==> src/sv/assert_macros.svh <==
// assertion macros included by md5_hash_engine
`ifndef ASSERT_MACROS_SVH
`define ASSERT_MACROS_SVH

`ifndef SYNTHESIS

`define MD5_ASSERT(lbl, clk, rst_n, prop) \
	lbl: assert property (@(posedge clk) disable iff (!rst_n) prop) \
	else $error("md5 assertion failed");

`define MD5_NEVER(lbl, clk, rst_n, expr) \
	lbl: assert property (@(posedge clk) disable iff (!rst_n) !(expr)) \
	else $error("md5 forbidden condition seen");

`else

`define MD5_ASSERT(lbl, clk, rst_n, prop)

`define MD5_NEVER(lbl, clk, rst_n, expr)

`endif

`endif

==> src/sv/md5_pkg.sv <==
// types, constants and round functions of the md5 engine
package md5_pkg;

	localparam int Rounds = 64;
	localparam int RoundBits = $clog2(Rounds);
	localparam int BlockBytes = 64;
	localparam int PosBits = $clog2(BlockBytes);
	localparam int MsgWords = BlockBytes / 4;
	localparam int WordIdxBits = $clog2(MsgWords);
	localparam int CountBits = 61;
	localparam int LenTailBytes = 8;

	localparam logic OP_ABSORB = 1'b0;
	localparam logic OP_FINISH = 1'b1;

	localparam logic [7:0] PAD_BYTE = 8'h80;

	localparam logic [31:0] IV_A = 32'h67452301;
	localparam logic [31:0] IV_B = 32'hEFCDAB89;
	localparam logic [31:0] IV_C = 32'h98BADCFE;
	localparam logic [31:0] IV_D = 32'h10325476;

	localparam logic [31:0] ROUND_K [Rounds] = '{
		32'hD76AA478, 32'hE8C7B756, 32'h242070DB, 32'hC1BDCEEE,
		32'hF57C0FAF, 32'h4787C62A, 32'hA8304613, 32'hFD469501,
		32'h698098D8, 32'h8B44F7AF, 32'hFFFF5BB1, 32'h895CD7BE,
		32'h6B901122, 32'hFD987193, 32'hA679438E, 32'h49B40821,
		32'hF61E2562, 32'hC040B340, 32'h265E5A51, 32'hE9B6C7AA,
		32'hD62F105D, 32'h02441453, 32'hD8A1E681, 32'hE7D3FBC8,
		32'h21E1CDE6, 32'hC33707D6, 32'hF4D50D87, 32'h455A14ED,
		32'hA9E3E905, 32'hFCEFA3F8, 32'h676F02D9, 32'h8D2A4C8A,
		32'hFFFA3942, 32'h8771F681, 32'h6D9D6122, 32'hFDE5380C,
		32'hA4BEEA44, 32'h4BDECFA9, 32'hF6BB4B60, 32'hBEBFBC70,
		32'h289B7EC6, 32'hEAA127FA, 32'hD4EF3085, 32'h04881D05,
		32'hD9D4D039, 32'hE6DB99E5, 32'h1FA27CF8, 32'hC4AC5665,
		32'hF4292244, 32'h432AFF97, 32'hAB9423A7, 32'hFC93A039,
		32'h655B59C3, 32'h8F0CCC92, 32'hFFEFF47D, 32'h85845DD1,
		32'h6FA87E4F, 32'hFE2CE6E0, 32'hA3014314, 32'h4E0811A1,
		32'hF7537E82, 32'hBD3AF235, 32'h2AD7D2BB, 32'hEB86D391
	};

	localparam logic [4:0] ROUND_S [16] = '{
		5'd7, 5'd12, 5'd17, 5'd22, 5'd5, 5'd9, 5'd14, 5'd20,
		5'd4, 5'd11, 5'd16, 5'd23, 5'd6, 5'd10, 5'd15, 5'd21
	};

	typedef enum logic [1:0] {
		ST_IDLE,
		ST_ROUND,
		ST_FOLD,
		ST_EMIT
	} state_t;

	// padding view of the block buffer
	typedef enum logic [1:0] {
		PAD_NONE,
		PAD_DATA,
		PAD_DATA_LEN,
		PAD_LEN
	} pad_t;

	typedef struct packed {
		logic       op;
		logic [7:0] data_byte;
	} req_t;

	typedef struct packed {
		logic [31:0] digest_word;
		logic [1:0]  word_index;
		logic        last;
	} rsp_t;

	typedef struct packed {
		logic [31:0] a;
		logic [31:0] b;
		logic [31:0] c;
		logic [31:0] d;
	} chain_t;

	typedef struct packed {
		logic                   we;
		logic [PosBits-1:0]     wr_pos;
		logic [7:0]             wr_byte;
		logic [WordIdxBits-1:0] rd_idx;
		pad_t                   pad;
		logic [PosBits-1:0]     fill;
	} buf_ctl_t;

	function automatic logic [3:0] msg_index(input logic [5:0] rnd);
		logic [3:0] lo;
		logic [3:0] idx;
		lo = rnd[3:0];
		case (rnd[5:4])
			2'd0: idx = lo;
			2'd1: idx = (lo << 2) + lo + 4'd1;
			2'd2: idx = (lo << 1) + lo + 4'd5;
			2'd3: idx = (lo << 3) - lo;
			default: idx = lo;
		endcase
		return idx;
	endfunction

	function automatic logic [4:0] round_shift(input logic [5:0] rnd);
		return ROUND_S[{rnd[5:4], rnd[1:0]}];
	endfunction

	function automatic logic [31:0] round_mix(input logic [1:0] phase,
		input logic [31:0] b, input logic [31:0] c, input logic [31:0] d);
		logic [31:0] f;
		case (phase)
			2'd0: f = d ^ (b & (c ^ d));
			2'd1: f = c ^ (d & (b ^ c));
			2'd2: f = b ^ c ^ d;
			2'd3: f = c ^ (b | ~d);
			default: f = b ^ c ^ d;
		endcase
		return f;
	endfunction

endpackage

==> src/sv/md5_round.sv <==
// one md5 round step, reused for all 64 rounds of a block
module md5_round (
	input  md5_pkg::chain_t  cur,
	input  logic [31:0]      msg_word,
	input  logic [5:0]       rnd,
	output md5_pkg::chain_t  nxt
);

	logic [31:0] mix;
	logic [31:0] sum;
	logic [63:0] rot_wide;
	logic [31:0] rot;

	always_comb begin
		mix = md5_pkg::round_mix(rnd[5:4], cur.b, cur.c, cur.d);
		sum = cur.a + mix + md5_pkg::ROUND_K[rnd] + msg_word;
		rot_wide = {sum, sum} << md5_pkg::round_shift(rnd);
		rot = rot_wide[63:32];
		nxt.a = cur.d;
		nxt.b = cur.b + rot;
		nxt.c = cur.b;
		nxt.d = cur.c;
	end

endmodule

==> src/sv/md5_msg_buf.sv <==
// block buffer with padding and length overlay on read
module md5_msg_buf (
	input  logic                                 clk,
	input  md5_pkg::buf_ctl_t                    ctl,
	input  logic [md5_pkg::CountBits-1:0]        byte_count,
	output logic [31:0]                          msg_word
);

	logic [31:0] words_q [md5_pkg::MsgWords];
	logic [31:0] raw;
	logic [md5_pkg::PosBits-1:0] pos;
	logic [7:0] b;
	logic len_view;

	always_ff @(posedge clk) begin
		if (ctl.we) begin
			words_q[ctl.wr_pos[md5_pkg::PosBits-1:2]][{ctl.wr_pos[1:0], 3'b000} +: 8]
				<= ctl.wr_byte;
		end
	end

	always_comb begin
		raw = words_q[ctl.rd_idx];
		msg_word = '0;
		len_view = (ctl.pad == md5_pkg::PAD_DATA_LEN) || (ctl.pad == md5_pkg::PAD_LEN);
		for (int j = 0; j < 4; j++) begin
			pos = {ctl.rd_idx, 2'(j)};
			if (ctl.pad == md5_pkg::PAD_NONE) begin
				b = raw[8*j +: 8];
			end else if (ctl.pad == md5_pkg::PAD_LEN) begin
				b = 8'h00;
			end else if (pos < ctl.fill) begin
				b = raw[8*j +: 8];
			end else if (pos == ctl.fill) begin
				b = md5_pkg::PAD_BYTE;
			end else begin
				b = 8'h00;
			end
			msg_word[8*j +: 8] = b;
		end
		// bit length, little-endian, in the last two words
		if (len_view && ctl.rd_idx == md5_pkg::WordIdxBits'(md5_pkg::MsgWords - 2)) begin
			msg_word = {byte_count[28:0], 3'b000};
		end else if (len_view && ctl.rd_idx == md5_pkg::WordIdxBits'(md5_pkg::MsgWords - 1)) begin
			msg_word = byte_count[md5_pkg::CountBits-1:29];
		end
	end

endmodule

==> src/sv/md5_hash_engine.sv <==
// top level of the streaming md5 engine: sequencer, chaining words, digest output
//
// Usage:
//   req channel (req_valid, req_stall, req): one word per message byte with
//   op absorb, or op finish to pad the message and produce its digest.
//   rsp channel (rsp_valid, rsp_stall, rsp): four digest words after a
//   finish, word_index 0 to 3, last set on word 3.
// Timing:
//   an absorb word is taken while idle and leaves the engine idle; the one that
//   completes a 64-byte block is accepted, then runs 64 rounds on the shared
//   round unit and a fold. A finish runs the same steps, twice when the padding
//   spills into a second block, then the digest words leave one per cycle while
//   rsp is not stalled. The round unit does one round per cycle.
//   req_stall is high from the cycle after a finish or a block-completing
//   absorb until idle again, including the whole digest output.
// Reset:
//   arst_n clears the byte count and fill position and loads the initial
//   chaining words; no clearing pass is needed.
// Stall:
//   while rsp_stall is high during the digest output the current digest word holds and nothing moves.
`include "assert_macros.svh"

module md5_hash_engine (
	input  logic           clk,
	input  logic           arst_n,
	input  logic           req_valid,
	output logic           req_stall,
	input  md5_pkg::req_t  req,
	output logic           rsp_valid,
	input  logic           rsp_stall,
	output md5_pkg::rsp_t  rsp
);

	localparam logic [md5_pkg::RoundBits-1:0] RoundLast =
		md5_pkg::RoundBits'(md5_pkg::Rounds - 1);
	localparam logic [md5_pkg::PosBits-1:0] FillLast =
		md5_pkg::PosBits'(md5_pkg::BlockBytes - 1);
	localparam logic [md5_pkg::PosBits-1:0] LenStart =
		md5_pkg::PosBits'(md5_pkg::BlockBytes - md5_pkg::LenTailBytes);

	md5_pkg::state_t state_q, state_d;
	md5_pkg::pad_t   pad_q;
	logic [md5_pkg::RoundBits-1:0] round_q;
	logic [md5_pkg::PosBits-1:0]   fill_q;
	logic [md5_pkg::CountBits-1:0] count_q;
	logic [1:0]                    widx_q;
	md5_pkg::chain_t chain_q;
	md5_pkg::chain_t work_q;
	md5_pkg::chain_t round_nxt;
	md5_pkg::chain_t fold_sum;
	md5_pkg::buf_ctl_t buf_ctl;
	logic [31:0] msg_word;
	logic take_req;
	logic take_rsp;

	md5_msg_buf u_buf (
		.clk        (clk),
		.ctl        (buf_ctl),
		.byte_count (count_q),
		.msg_word   (msg_word)
	);

	md5_round u_round (
		.cur      (work_q),
		.msg_word (msg_word),
		.rnd      (round_q),
		.nxt      (round_nxt)
	);

	always_comb begin
		fold_sum.a = chain_q.a + work_q.a;
		fold_sum.b = chain_q.b + work_q.b;
		fold_sum.c = chain_q.c + work_q.c;
		fold_sum.d = chain_q.d + work_q.d;
	end

	always_comb begin
		buf_ctl.we = take_req && (req.op == md5_pkg::OP_ABSORB);
		buf_ctl.wr_pos = fill_q;
		buf_ctl.wr_byte = req.data_byte;
		buf_ctl.rd_idx = md5_pkg::msg_index(round_q);
		buf_ctl.pad = pad_q;
		buf_ctl.fill = fill_q;
	end

	always_comb begin
		case (widx_q)
			2'd0: rsp.digest_word = chain_q.a;
			2'd1: rsp.digest_word = chain_q.b;
			2'd2: rsp.digest_word = chain_q.c;
			2'd3: rsp.digest_word = chain_q.d;
			default: rsp.digest_word = chain_q.a;
		endcase
		rsp.word_index = widx_q;
		rsp.last = (widx_q == 2'd3);
	end

	always_ff @(posedge clk or negedge arst_n) begin
		if (!arst_n) begin
			state_q <= md5_pkg::ST_IDLE;
		end else begin
			state_q <= state_d;
		end
	end

	always_comb begin
		state_d = state_q;
		req_stall = 1'b1;
		rsp_valid = 1'b0;
		case (state_q)
			md5_pkg::ST_IDLE: begin
				req_stall = 1'b0;
				if (req_valid) begin
					if (req.op == md5_pkg::OP_FINISH || fill_q == FillLast) begin
						state_d = md5_pkg::ST_ROUND;
					end
				end
			end
			md5_pkg::ST_ROUND: begin
				if (round_q == RoundLast) begin
					state_d = md5_pkg::ST_FOLD;
				end
			end
			md5_pkg::ST_FOLD: begin
				if (pad_q == md5_pkg::PAD_DATA) begin
					state_d = md5_pkg::ST_ROUND;
				end else if (pad_q == md5_pkg::PAD_NONE) begin
					state_d = md5_pkg::ST_IDLE;
				end else begin
					state_d = md5_pkg::ST_EMIT;
				end
			end
			md5_pkg::ST_EMIT: begin
				rsp_valid = 1'b1;
				if (!rsp_stall && widx_q == 2'd3) begin
					state_d = md5_pkg::ST_IDLE;
				end
			end
			default: state_d = md5_pkg::ST_IDLE;
		endcase
	end

	assign take_req = req_valid && !req_stall;
	assign take_rsp = rsp_valid && !rsp_stall;

	always_ff @(posedge clk or negedge arst_n) begin
		if (!arst_n) begin
			pad_q <= md5_pkg::PAD_NONE;
			round_q <= '0;
			fill_q <= '0;
			count_q <= '0;
			widx_q <= '0;
			chain_q <= '{md5_pkg::IV_A, md5_pkg::IV_B, md5_pkg::IV_C, md5_pkg::IV_D};
		end else begin
			if (take_req) begin
				if (req.op == md5_pkg::OP_ABSORB) begin
					fill_q <= fill_q + 1'b1;
					count_q <= count_q + 1'b1;
					pad_q <= md5_pkg::PAD_NONE;
				end else if (fill_q >= LenStart) begin
					pad_q <= md5_pkg::PAD_DATA;
				end else begin
					pad_q <= md5_pkg::PAD_DATA_LEN;
				end
			end
			if (state_q == md5_pkg::ST_ROUND) begin
				round_q <= round_q + 1'b1;
			end
			if (state_q == md5_pkg::ST_FOLD) begin
				chain_q <= fold_sum;
				if (pad_q == md5_pkg::PAD_DATA) begin
					pad_q <= md5_pkg::PAD_LEN;
				end
			end
			if (take_rsp) begin
				widx_q <= widx_q + 1'b1;
				if (widx_q == 2'd3) begin
					pad_q <= md5_pkg::PAD_NONE;
					fill_q <= '0;
					count_q <= '0;
					chain_q <= '{md5_pkg::IV_A, md5_pkg::IV_B, md5_pkg::IV_C, md5_pkg::IV_D};
				end
			end
		end
	end

	// working variables of the round loop
	always_ff @(posedge clk) begin
		case (state_q)
			md5_pkg::ST_IDLE:  work_q <= chain_q;
			md5_pkg::ST_ROUND: work_q <= round_nxt;
			md5_pkg::ST_FOLD:  work_q <= fold_sum;
			default:           work_q <= work_q;
		endcase
	end

	`MD5_NEVER(a_no_req_while_emit, clk, arst_n, rsp_valid && !req_stall)
	`MD5_ASSERT(a_idle_after_last, clk, arst_n,
		take_rsp && rsp.last |=> !rsp_valid && !req_stall)
	`MD5_ASSERT(a_round_cnt_parked, clk, arst_n,
		state_q != md5_pkg::ST_ROUND |-> round_q == '0)
	`MD5_ASSERT(a_fold_after_rounds, clk, arst_n,
		state_q == md5_pkg::ST_ROUND && round_q == RoundLast |=> state_q == md5_pkg::ST_FOLD)

endmodule

==> config.mk <==
export PLATFORM = sky130hd
export DESIGN_NAME = md5_hash_engine
export DESIGN_NICKNAME = d
export VERILOG_FILES = /design/src/sv/md5_pkg.sv /design/src/sv/md5_round.sv /design/src/sv/md5_msg_buf.sv /design/src/sv/md5_hash_engine.sv
export VERILOG_INCLUDE_DIRS = /design/src /design/src/sv
export SDC_FILE = /design/constraint.sdc
export NUM_CORES = 2
export LEC_CHECK = 0
export BUFFER_PORTS_ARGS = -buffer_cell sky130_fd_sc_hd__buf_2
export CORE_AREA = 4 4 372 374
export CTS_CLUSTER_SIZE = 16
export DETAILED_ROUTE_END_ITERATION = 12
export DIE_AREA = 0 0 376 378
export MAX_ROUTING_LAYER = met4
export SLEW_MARGIN = 25
export SYNTH_ARGS = -nofsm -noshare
export SYNTH_HDL_FRONTEND = slang
export SYNTH_SLANG_ARGS = --single-unit
==> constraint.sdc <==
create_clock -name clk -period 36.2 [get_ports clk]
set_clock_uncertainty 0.05 [all_clocks]
set_input_delay 1.81 -clock clk [delete_from_list [all_inputs] [get_ports clk]]
set_output_delay 1.81 -clock clk [all_outputs]
set_load 0.02 [all_outputs]
======== Yosys cells after proc, flatten, opt, wreduce, memory -nomap -nowiden ========
Memory sizes are Yosys's and may differ from the RTL's.
Index checks and enable logic that the tools add are counted.
Widths: inputs -> output; s select.
storage, ports and cells
  register bits after elaboration ......... 335
  memory bits (writable) .................. 512
  ROM bits ................................ 2128
  input port bits ......................... 13
  output and inout bits ................... 37
  word-level logic and storage cells ...... 152
  memories kept ........................... 3
operators by class
  $add $sub $neg .......................... 18
  order comparisons ....................... 7
  equality and inequality tests ........... 24
  shifts and indexed selects .............. 3
  multiplexer cells ....................... 55
  bitwise operators ....................... 13
  reduce and logical (&&, ||, !) cells .... 15
memory list
  memory            depth  width  read ports  clocked after Yosys merged registers in  write ports  line              RTL
  (name not given)  64     32     1           0                                        0            md5_round.sv:16   sum = cur.a + mix + md5_pkg::ROUND_K[rnd] + msg_word;
  u_buf.words_q     16     32     1           0                                        1            md5_msg_buf.sv:9  logic [31:0] words_q [md5_pkg::MsgWords];
  (name not given)  16     5      1           0                                        0            md5_pkg.sv:104    return ROUND_S[{rnd[5:4], rnd[1:0]}];
operators with widths
  cell                    number
  $mux 128                3
  $pmux 128 s3            1
  $add 32x32->32          8
  $pmux 32 s4             2
  $mux 61                 4
  $xor 32x32->32          6
  $mux 32                 5
  $mux 8                  16
  $and 32x32->32          2
  $shl 64x5->64           1
  $add 61x1->61 const B   1
  $not 32->32             1
  $or 32x32->32           1
  $shift 8x7->32 const A  1
  $shiftx 8x7->32         1
  $mux 2                  13
  $eq 6x6->1              4
  $lt 6x6->1              4
  $mux 6                  4
  $eq 2x2->1 const B      8
  $pmux 4 s4              1
  $add 6x1->6 const B     2
  $eq 6x6->1 const B      2
  $mux 5                  2
  other kinds (23)        42

======== Depth between registers and ports, before layout ========
  depth in word-level cells ............... 14
  mapped depth ............................ 53
  gate-level depth less buffers ........... 48

======== Cells and area by module ========
A second synthesis with hierarchy kept.
second synthesis, totals
  cells, all modules ...................... 5434
  area, all modules ....................... 55908.6 µm²
by module, submodules not included
  module           times used  cells an instance  area an instance (µm²)  seq. area each (µm²)
  md5_hash_engine  1           2455               22162.5                 9103.7
  md5_msg_buf      1           1075               20878.8                 15374.7
  md5_round        1           1904               12867.3                 0.0

======== Worst setup path after synthesis ========
No wires, ideal clock.
  path kind ............................... reg2reg
  from .................................... register round_q[2] in the netlist's numbering
  to ...................................... register work_q[92] in the netlist's numbering (data pin)
  library setup time ...................... 0.262 ns
  arrival ................................. 12.218 ns
  data required time ...................... 35.888 ns
  setup slack ............................. 23.670 ns
  cell stages (with the launch flop) ...... 52
  clock period less this slack ............ 12.530 ns
  cells stage by stage .................... dfrtp_1 clkbuf_1 inv_1 clkbuf_1 ha_1 fa_1 inv_1 mux4_2 buf_2 buf_1 buf_1 ha_1 a21o_1 a21oi_1 a21boi_0 o21ai_0 maj3_1 nor2_1 [16 not listed] a22o_1 mux2_2 a21o_1 ha_1 inv_1 fa_1 nor2b_1 o21ai_0 a21boi_0 o21ai_0 a21oi_1 o21ai_0 o21ai_0 a221oi_1 o211ai_1 o31ai_1 xor2_1 o22ai_1
between the ends
  cells in the longest elaborated chain, start to end .. 14
RTL lines
  item                                                    line                    RTL
  from (decl)                                             md5_hash_engine.sv:43   logic [md5_pkg::RoundBits-1:0] round_q;
  from (signal assigned)                                  md5_hash_engine.sv:167  round_q <= round_q + 1'b1;
  branches (longest 10 deep; another with $mem_v2 16x32)  --
  $add 32x32->32 *                                        md5_round.sv:16
  $shl 64x5->64 *                                         md5_round.sv:17         rot_wide = {sum, sum} << md5_pkg::round_shift(rnd);
  $add 32x32->32 *                                        md5_round.sv:20         nxt.b = cur.b + rot;
  $pmux 128 s3 *                                          md5_hash_engine.sv:189  case (state_q)
  to (signal assigned)                                    md5_hash_engine.sv:190  md5_pkg::ST_IDLE: work_q <= chain_q;
  to (signal assigned)                                    md5_hash_engine.sv:191  md5_pkg::ST_ROUND: work_q <= round_nxt;
  to (signal assigned)                                    md5_hash_engine.sv:192  md5_pkg::ST_FOLD: work_q <= fold_sum;
  to (decl)                                               md5_hash_engine.sv:48   md5_pkg::chain_t work_q;
Mark *: on every way between the ends. The select of a mux whose other input is x is not followed.
A chain may end at the register's enable or synchronous reset.

======== Worst setup path in the final report ========
Ends and elaborated chain as after synthesis.

==> impl_metrics.ini <==
[power]
power.density_mw_per_mm2 = 34.3
power_leakage_nw = 21.1
p_total_mw = 2.03
peakVddDrop_mv = 0.0437

[yosys]
ys_ff_latch = 847
synth-edff-count = 640
netlist_instances = 5108
synth_top_area_share = 0.357
async_reset_ff_frac = 0.244
netlist_top_cells_area = edfxtp_1 36%, dfrtp_1 6.6%, ha_1 5.7%
ys_warn_count = 0
synth.distinct_cells = 92
synth_top_area_cell = edfxtp_1
ys_seq_area_frac = 0.455
synth_nets = 5437
synth_ff_type = edfxtp_1
avgSynthCellArea_um2 = 10.5
syn_area_mm2 = 0.0538

[sta]
rsz0062_at_grt = false
max_freq_mhz = 71.5
finalHoldViolCount = 0
whs_ns = 0.479
setup_violations = 0
relSlewSlack = 0.289
finalSetupTns_ns = 0
fin_crit_ns = 14.00
tightest_slew_ns = 1.06
layout_setup_ws_ns = 22.20
final_max_slew_viol_count = 0
finalCritPeriodShare = 0.387

[clock_network]
ctsHtreeMaxLevel = 3
holdBufCountCts = 0
post_cts_buffers = 0
cts_made_buffers = 96
clock-sinks = 847
clockBufferDepth = 3
cts_resized = 0
ctsRootBufferMaster = clkbuf_16
insertion_delay_ns = 0.75
cts_tree = built
path_clk_slew_ns = 0.06

[finish]
finalNonFillerCells = 6892
layout_common_cells = 640 x edfxtp_1, 522 x nand2_1, 490 x nor2_1
layout_commonest_cell = edfxtp_1
area_growth_pct = 9.73
finalInstanceArea_mm2 = 0.0591
fin_util = 0.438
layout.nets = 5357
drive_above_1_share = 0.115

[detailed_routing]
routed_wl_mm = 178
drtIter0Drc = 4634
dr.pass1.iters = 9
num_vias = 41700
postRouteAntennaNets = 0
vias_per_cell = 6.06
wl_per_cell_um = 25.9
drc_errors = 0

[grt]
antenna_found_initial = 8
gr-total-overflow = 0
grt_max_degree = 96
grt_pass1_vias = 39700
track_usage = 0.253
grt_pass1_wl_mm = 265

[setup_path]
crit_top_cell = o21ai_0
cp.required_ns = 36.61
worst_setup_path_end_kind = flop
start_kind = flop
cp_max_fo = 62
slowest_stage = mux4_4
path_class = reg -> reg
cpPeakStageDelay_ns = 0.95
cp.arrival_ns = 14.41

[placement]
gp_congestion = 0.942
numPortBuffers = 49
place_ws_ns = 22.45
hpwl_mm = 126
dpl-instance-area_mm2 = 0.0558
dpl.cell_count = 6710

[floorplan]
die_h_um = 378
io_pins = 50
initial_core_util = 0.399
rows = 135
die_width_um = 376
dieArea_mm2 = 0.142
coreArea_mm2 = 0.135

[hold_path]
hold_path_class = reg -> reg

[outcome]
status = complete, no violations

[flow_run]
cap_viol_max_count = 0
==> Yosys cell counts, drive strengths merged (23+ instances only) <==
library cell	count
maj3	36
a221oi	29
clkbuf	215
o221a	29
mux4	130
dfstp	64
nor2b	34
buf	75
xnor2	124
or3	27
edfxtp	640
dfrtp	143
and3	49
fa	72
o211ai	56
o31ai	23
a21oi	411
a211oi	42
nand2	523
a222oi	33
nand2b	51
inv	194
and2	47
o21bai	31
a21o	81
nor2	500
o21ai	209
nand3	136
ha	244
xor2	135
nor3	58
mux2i	145
o21a	26
a31oi	185
mux2	53
==> cells by family (layout without fill, tap and decap cells) <==
| kind of cell | Yosys count | in the layout | synth area share |
|---|---|---|---|
| flip-flops | 847 | 847 | 0.455 |
| multiplexers | 328 | 328 | 0.0924 |
| buffers and inverters | 486 | 487 | 0.0343 |
| XOR/XNOR | 260 | 260 | 0.0433 |
| AO/OA/AOI/OAI | 1339 | 1339 | 0.162 |
| adder cells (fa/ha/maj) | 352 | 352 | 0.0902 |
| other | 0 | 2 | 0 |
| AND/OR/NAND/NOR | 1496 | 1496 | 0.123 |
==> area by class of cell <==
type / count / area, um^2
antenna: 2 / 5.00
clock buffer: 121 / 2580
clock inverter: 58 / 602
fill: 12600 / 75900
inverter: 196 / 748
multi-input combinational: 3775 / 27700
sequential: 847 / 24500
tap: 1781 / 2230
timing repair buffer: 112 / 757
==> metal layers <==
layer	global-route usage	vias to the layer above	routed length [um]
li1	-	19000	-
met1	0.356	20800	79700
met2	0.380	1662	80000
met3	0.0423	293	13100
met4	0.0732	0	5440
met5	-	-	0
==> power by group <==
group | switching (mW) | internal, mW | total (mW)
sequential | 0 | 1.04 | 1.04
clock | 0.429 | 0.552 | 0.981
combinational | 0.00974 | 0.000998 | 0.0107
==> registers in the layout (all words and copies together) (netlist names), 6 cells and up <==
signal / flops
work_q: 128
chain_q: 128
u_buf.words_q: 512
count_q: 61
round_q: 6
fill_q: 6
==> worst max-delay path, delay by kind of cell, from the launching register on <==
kind                     cells  cell delay [ns]
AO/OA/AOI/OAI               23             5.78
XOR/XNOR                     2             0.51
multiplexers                 2             1.23
AND/OR/NAND/NOR              4             1.13
adder cells (fa/ha/maj)      9             3.54
flip-flops                   1             0.33
buffers and inverters        6             1.07
==> worst paths after layout <==
kind | startpoint | endpoint | slack, ns | cells past startpoint
worst max-delay path | round_q[2]$_DFFE_PN0P_ | work_q[92]$_DFFE_PP_ | 22.20 | 46
max in group asynchronous | arst_n | round_q[3]$_DFFE_PN0P_ | 33.32 | 2
worst min-delay path | chain_q[125]$_DFF_PN1_ | chain_q[125]$_DFF_PN1_ | 0.48 | 2
worst max register to register | round_q[2]$_DFFE_PN0P_ | work_q[92]$_DFFE_PP_ | 22.20 | 46
worst min register to register | chain_q[125]$_DFF_PN1_ | chain_q[125]$_DFF_PN1_ | 0.48 | 2
min in group asynchronous | arst_n | chain_q[15]$_DFF_PN0_ | 1.06 | 1
(Power assumes the default switching activity.)
